### src/rtl/dd_odo_pkg.sv
`timescale 1ns / 1ps
// ----------------------------------------------------------------------------
// dd_odo_pkg
// Shared widths, codes, command struct and the CORDIC arctangent table for the
// differential drive odometry block.
// ----------------------------------------------------------------------------
package dd_odo_pkg;

  // Parameter defaults and limits
  localparam int CORDIC_STEPS_DEF = 16;
  localparam int FRAC_BITS_DEF    = 16;
  localparam int MAX_STEPS        = 24;
  localparam int IDX_W            = 5;

  // Datapath widths
  localparam int VEC_W     = 54;  // CORDIC x/y, wide enough for the raw travel difference
  localparam int ANG_W     = 33;  // CORDIC angle accumulator, 32-bit binary angle plus sign
  localparam int MUL_A_W   = 27;
  localparam int MUL_B_W   = 33;
  localparam int MUL_P_W   = MUL_A_W + MUL_B_W;
  localparam int MM_W      = 20;
  localparam int TREAD_W   = 28;
  localparam int BAM_W     = 16;

  // Configuration port
  localparam int CFG_IDX_W  = 2;
  localparam int CFG_DATA_W = 28;
  localparam logic [CFG_IDX_W-1:0] REG_MM_PER_COUNT = 2'd0;
  localparam logic [CFG_IDX_W-1:0] REG_TREAD        = 2'd1;
  localparam logic [MM_W-1:0]      MM_RESET         = 20'd57195;
  localparam logic [TREAD_W-1:0]   TREAD_RESET      = 28'd9175040;

  // Item opcodes
  localparam logic [1:0] OP_SAMPLE = 2'd0;
  localparam logic [1:0] OP_RESET  = 2'd1;
  localparam logic [1:0] OP_ARM    = 2'd2;

  // Inverse CORDIC gain in Q30, and the pre-scaling bound
  localparam logic [31:0] CORDIC_GAIN_INV = 32'h26DD3B6A;
  localparam int          NORM_LIMIT      = 1 << 30;

  // Command word from the sequencer to the CORDIC unit
  typedef struct packed {
    logic             load_vec;
    logic             load_rot;
    logic             norm;
    logic             step;
    logic [IDX_W-1:0] idx;
  } cordic_cmd_t;

  // atan(2^-i) as a 32-bit binary angle
  function automatic logic [31:0] atan_angle(input logic [IDX_W-1:0] idx);
    logic [31:0] a;
    case (idx)
      5'd0:    a = 32'h20000000;
      5'd1:    a = 32'h12E4051E;
      5'd2:    a = 32'h09FB385B;
      5'd3:    a = 32'h051111D4;
      5'd4:    a = 32'h028B0D43;
      5'd5:    a = 32'h0145D7E1;
      5'd6:    a = 32'h00A2F61E;
      5'd7:    a = 32'h00517C55;
      5'd8:    a = 32'h0028BE53;
      5'd9:    a = 32'h00145F2F;
      5'd10:   a = 32'h000A2F98;
      5'd11:   a = 32'h000517CC;
      5'd12:   a = 32'h00028BE6;
      5'd13:   a = 32'h000145F3;
      5'd14:   a = 32'h0000A2FA;
      5'd15:   a = 32'h0000517D;
      5'd16:   a = 32'h000028BE;
      5'd17:   a = 32'h0000145F;
      5'd18:   a = 32'h00000A30;
      5'd19:   a = 32'h00000518;
      5'd20:   a = 32'h0000028C;
      5'd21:   a = 32'h00000146;
      5'd22:   a = 32'h000000A3;
      5'd23:   a = 32'h00000051;
      default: a = 32'h00000000;
    endcase
    return a;
  endfunction

endpackage

### src/rtl/dd_odo_mul.sv
`timescale 1ns / 1ps
// ----------------------------------------------------------------------------
// dd_odo_mul
// Shared unsigned multiplier with a registered product. Used for the wheel
// travel products and for the partial products of the position increments.
// ----------------------------------------------------------------------------
module dd_odo_mul (
  input  logic                             clk_i,
  input  logic [dd_odo_pkg::MUL_A_W-1:0]   a_i,
  input  logic [dd_odo_pkg::MUL_B_W-1:0]   b_i,
  output logic [dd_odo_pkg::MUL_P_W-1:0]   p_o
);

  logic [dd_odo_pkg::MUL_P_W-1:0] p_d;
  logic [dd_odo_pkg::MUL_P_W-1:0] p_q;

  // Form the product
  always_comb begin
    p_d = {{dd_odo_pkg::MUL_B_W{1'b0}}, a_i} * {{dd_odo_pkg::MUL_A_W{1'b0}}, b_i};
  end

  // Hold the product for the next cycle
  always_ff @(posedge clk_i) begin
    p_q <= p_d;
  end

  assign p_o = p_q;

endmodule

### config.mk
export PLATFORM = sky130hd
export DESIGN_NAME = dd_odo_mul
export DESIGN_NICKNAME = d
export VERILOG_FILES = /design/src/rtl/dd_odo_pkg.sv /design/src/rtl/dd_odo_mul.sv
export SDC_FILE = /design/constraint.sdc
export NUM_CORES = 2
export LEC_CHECK = 0
export BUFFER_PORTS_ARGS = -buffer_cell sky130_fd_sc_hd__clkbuf_2
export CAP_MARGIN = 20
export CORE_MARGIN = 1.5
export CORE_UTILIZATION = 60
export DETAILED_ROUTE_END_ITERATION = 8
export PLACE_DENSITY = 0.75
export RECOVER_POWER = 100
export SETUP_SLACK_MARGIN = 0.5
export SLEW_MARGIN = 40
export SYNTH_ARGS = -nofsm -noshare
export SYNTH_HDL_FRONTEND = slang
export SYNTH_SLANG_ARGS = --single-unit
### constraint.sdc
create_clock -name clk_i -period 20.3 [get_ports clk_i]
set_clock_uncertainty 0.05 [all_clocks]
set_input_delay 2.03 -clock clk_i [delete_from_list [all_inputs] [get_ports clk_i]]
set_output_delay 2.03 -clock clk_i [all_outputs]
set_load 0.03 [all_outputs]
==> metrics.txt <==
outcome finished with violations; violations in the final reports capacitance limit, slew limit; WS Path Type input pin to register; Worst Hold Path EP p_o[0]; Slew @ Worst Pin 1740 ps; Final Slew Violations 34; simple-gate share of the synthesized area 16.49%; largest family of logic cells by synthesized area adder cells; Die Y 226.2 µm; Post-CTS Setup Repair Bufs 0; Clock Tree Root clkbuf_16; Cell variety after synth 57; First-pass DRT Iterations 7; Post-synth top flop dfxtp_1; # fillers 4212; max reg flops 60; CTS buffer count 9; Synth area leader fa_1; most common cell in the netlist inv_1; Final Hold Fails 0; sequential share of the synthesized area 4.018%; share of cells above drive strength 1 2.460%; Worst path max stage delay 1220 ps; CTS clock-pin slew for the worst setup and hold paths 60 ps; footprint of the multi-input gates 24670 µm²; fmax 106.5 MHz; IO Port Bufs 120; Seq. cell area 1201 µm²; global-route wire length before repair 125.7 mm; cell with the largest stage delay on the worst path clkbuf_1; Placer Congestion 0.9502; Vias/cell 5.605; worst hold stages 2; Post-CTS Resized 0; syn_area_per_cell 8.824 µm²; WL per Instance 19.32 µm; Yosys top cell area share 51.83%; I/O Pins 121; nets 4364; Ys Warns 0; Routed WL 77.26 mm; CTS tree done; post-synthesis xor/xnor area fraction 1.465%; CTS Hold Bufs 0; DP HPWL 62.04 mm; Post-Syn Area 29900 µm²; Post-synth EDFFs 0; hold_sp b_i[0]; max cap viols 1; setup TNS 0 ps; vias in the first global route 24.48k; RSZ-0062 raised after global routing false; mux cell area share after synthesis 0.07115%; synth top area cells fa_1 52%, inv_1 11%, ha_1 8.3%, nand2_1 7.6%, and2_1 7.2%; via count 22.41k; Gate Count Post-Synth 3388; DRT iter0 DRCs 1628; asr flop ratio synth 0%; Worst Path Arrival 9570 ps; Final setup viols 0; Post-Syn Nets 4422; Starting Density 60.95%; worst rel slew slack -16.02%; CP endpoint kind register; most frequent cells after synthesis 868 x inv_1, 774 x fa_1, 602 x nand2_1; num rows 81; initial antenna violation count 1; Die Span X 226.2 µm; ant diodes 0; Antenna Nets Post-Route 0; die area 51180 µm²; Hold WS 2319 ps; H-tree depth 3; Yosys reg bits 60; Cell Chain, Critical Path clkbuf_1 > nand2_1 > fa_1 > inv_1 > fa_1 > fa_1 > inv_1 > fa_1 > inv_1 > fa_1 > fa_1 > ha_1 > and3_1 > a32o_1 > nor3b_1 > o31ai_1 > a211oi_1 > o21ai_0 > xor2_1; Layout area overhead 3.013%; period utilization 46.28%; Worst EP required 20470 ps; detailed-route DRC error count 0; maximum clock path buffer count 2; GRT Util Overall 31.96%; gr ovfl total 0; Setup crit start kind input pin; Hold/Removal Path Class input pin to register; fin crit period 9394 ps; Crit path top cell by count fa_1; adder and majority gate portion of the synthesized area 60.16%; CP Max Fanout 33; largest net degree at the start of global routing 34; Core Footprint 49050 µm²; CTS Sinks 60; Synth Area in Compound Gates 4.478%
==> worst max-delay path: cells and delay by family <==
family | cells | cell delay [ps]
xor gates and xnor gates | 1 | 190
adders and majority gates | 7 | 3470
AOI/OAI and AO/OA | 4 | 1570
and+or+nand+nor | 3 | 900
buffers and inverters | 4 | 1380
==> per-layer routing <==
| layer | global-route usage (%) | up-vias | routed length (µm) |
|---|---|---|---|
| li1 | - | 9552 | - |
| met1 | 38.71 | 11570 | 27550 |
| met2 | 55.78 | 1022 | 39650 |
| met3 | 4.359 | 263 | 5389 |
| met4 | 16.39 | 2 | 4659 |
| met5 | 0 | - | 10 |
==> cell type report <==
type | count | area share, %
multi-input cells | 2270 | 80.12
clock inverters | 4 | 0.08125
well taps | 664 | 2.698
clock buffers | 11 | 0.8207
repair buffers | 121 | 1.800
flip-flops and latches | 60 | 3.900
inverters | 868 | 10.58
==> worst max-delay path by stage <==
stage                     depth (start not counted)     from  endpoint
after CTS                                        22   a_i[6]   p_o[59]
final                                            19   a_i[0]   p_o[45]
after floorplan                                  24  b_i[27]   p_o[59]
after global placement                           23   a_i[3]   p_o[59]
after global routing                             20   a_i[0]   p_o[45]
after detailed placement                         22   a_i[6]   p_o[59]
==> logic make-up after synthesis <==
| group | Yosys count |
|---|---|
| and+or+nand+nor | 1041 |
| muxes | 2 |
| DFF | 60 |
| xor gates and xnor gates | 50 |
| buffers and inverters | 1058 |
| AOI/OAI and AO/OA | 204 |
| adders and majority gates | 973 |
==> cell usage in the layout, fill, tap and decap left out, types with 6 or more instances in the layout <==
cell,instances
o21bai_1,14
dfxtp_1,60
nor3_1,10
inv_1,868
a31oi_1,7
a21o_1,31
nor2b_1,6
a211oi_1,6
clkbuf_2,50
nor2_1,34
clkbuf_1,61
clkbuf_16,9
nand4_1,14
xnor2_1,35
xor2_1,15
a21oi_1,73
fa_1,774
buf_2,8
ha_1,199
and2_1,343
nand3_1,6
and3_1,6
o21a_1,10
nand2_1,602
o21ai_0,30
==> metrics by stage <==
stage	cells	setup slack (ps)	util [%]	instance area, µm²
finish	3998	10910	62.78	30800
global route	3998	10660	62.78	30800
CTS	3997	11420	62.96	30880
detailed placement	3982	11070	62.39	30610
global placement	3982	11190	62.39	30600
floorplan	3388	11870	-	29900
Power is not shown: default switching activity piles up to over one toggle a cycle in this logic, so the estimate is an artifact.
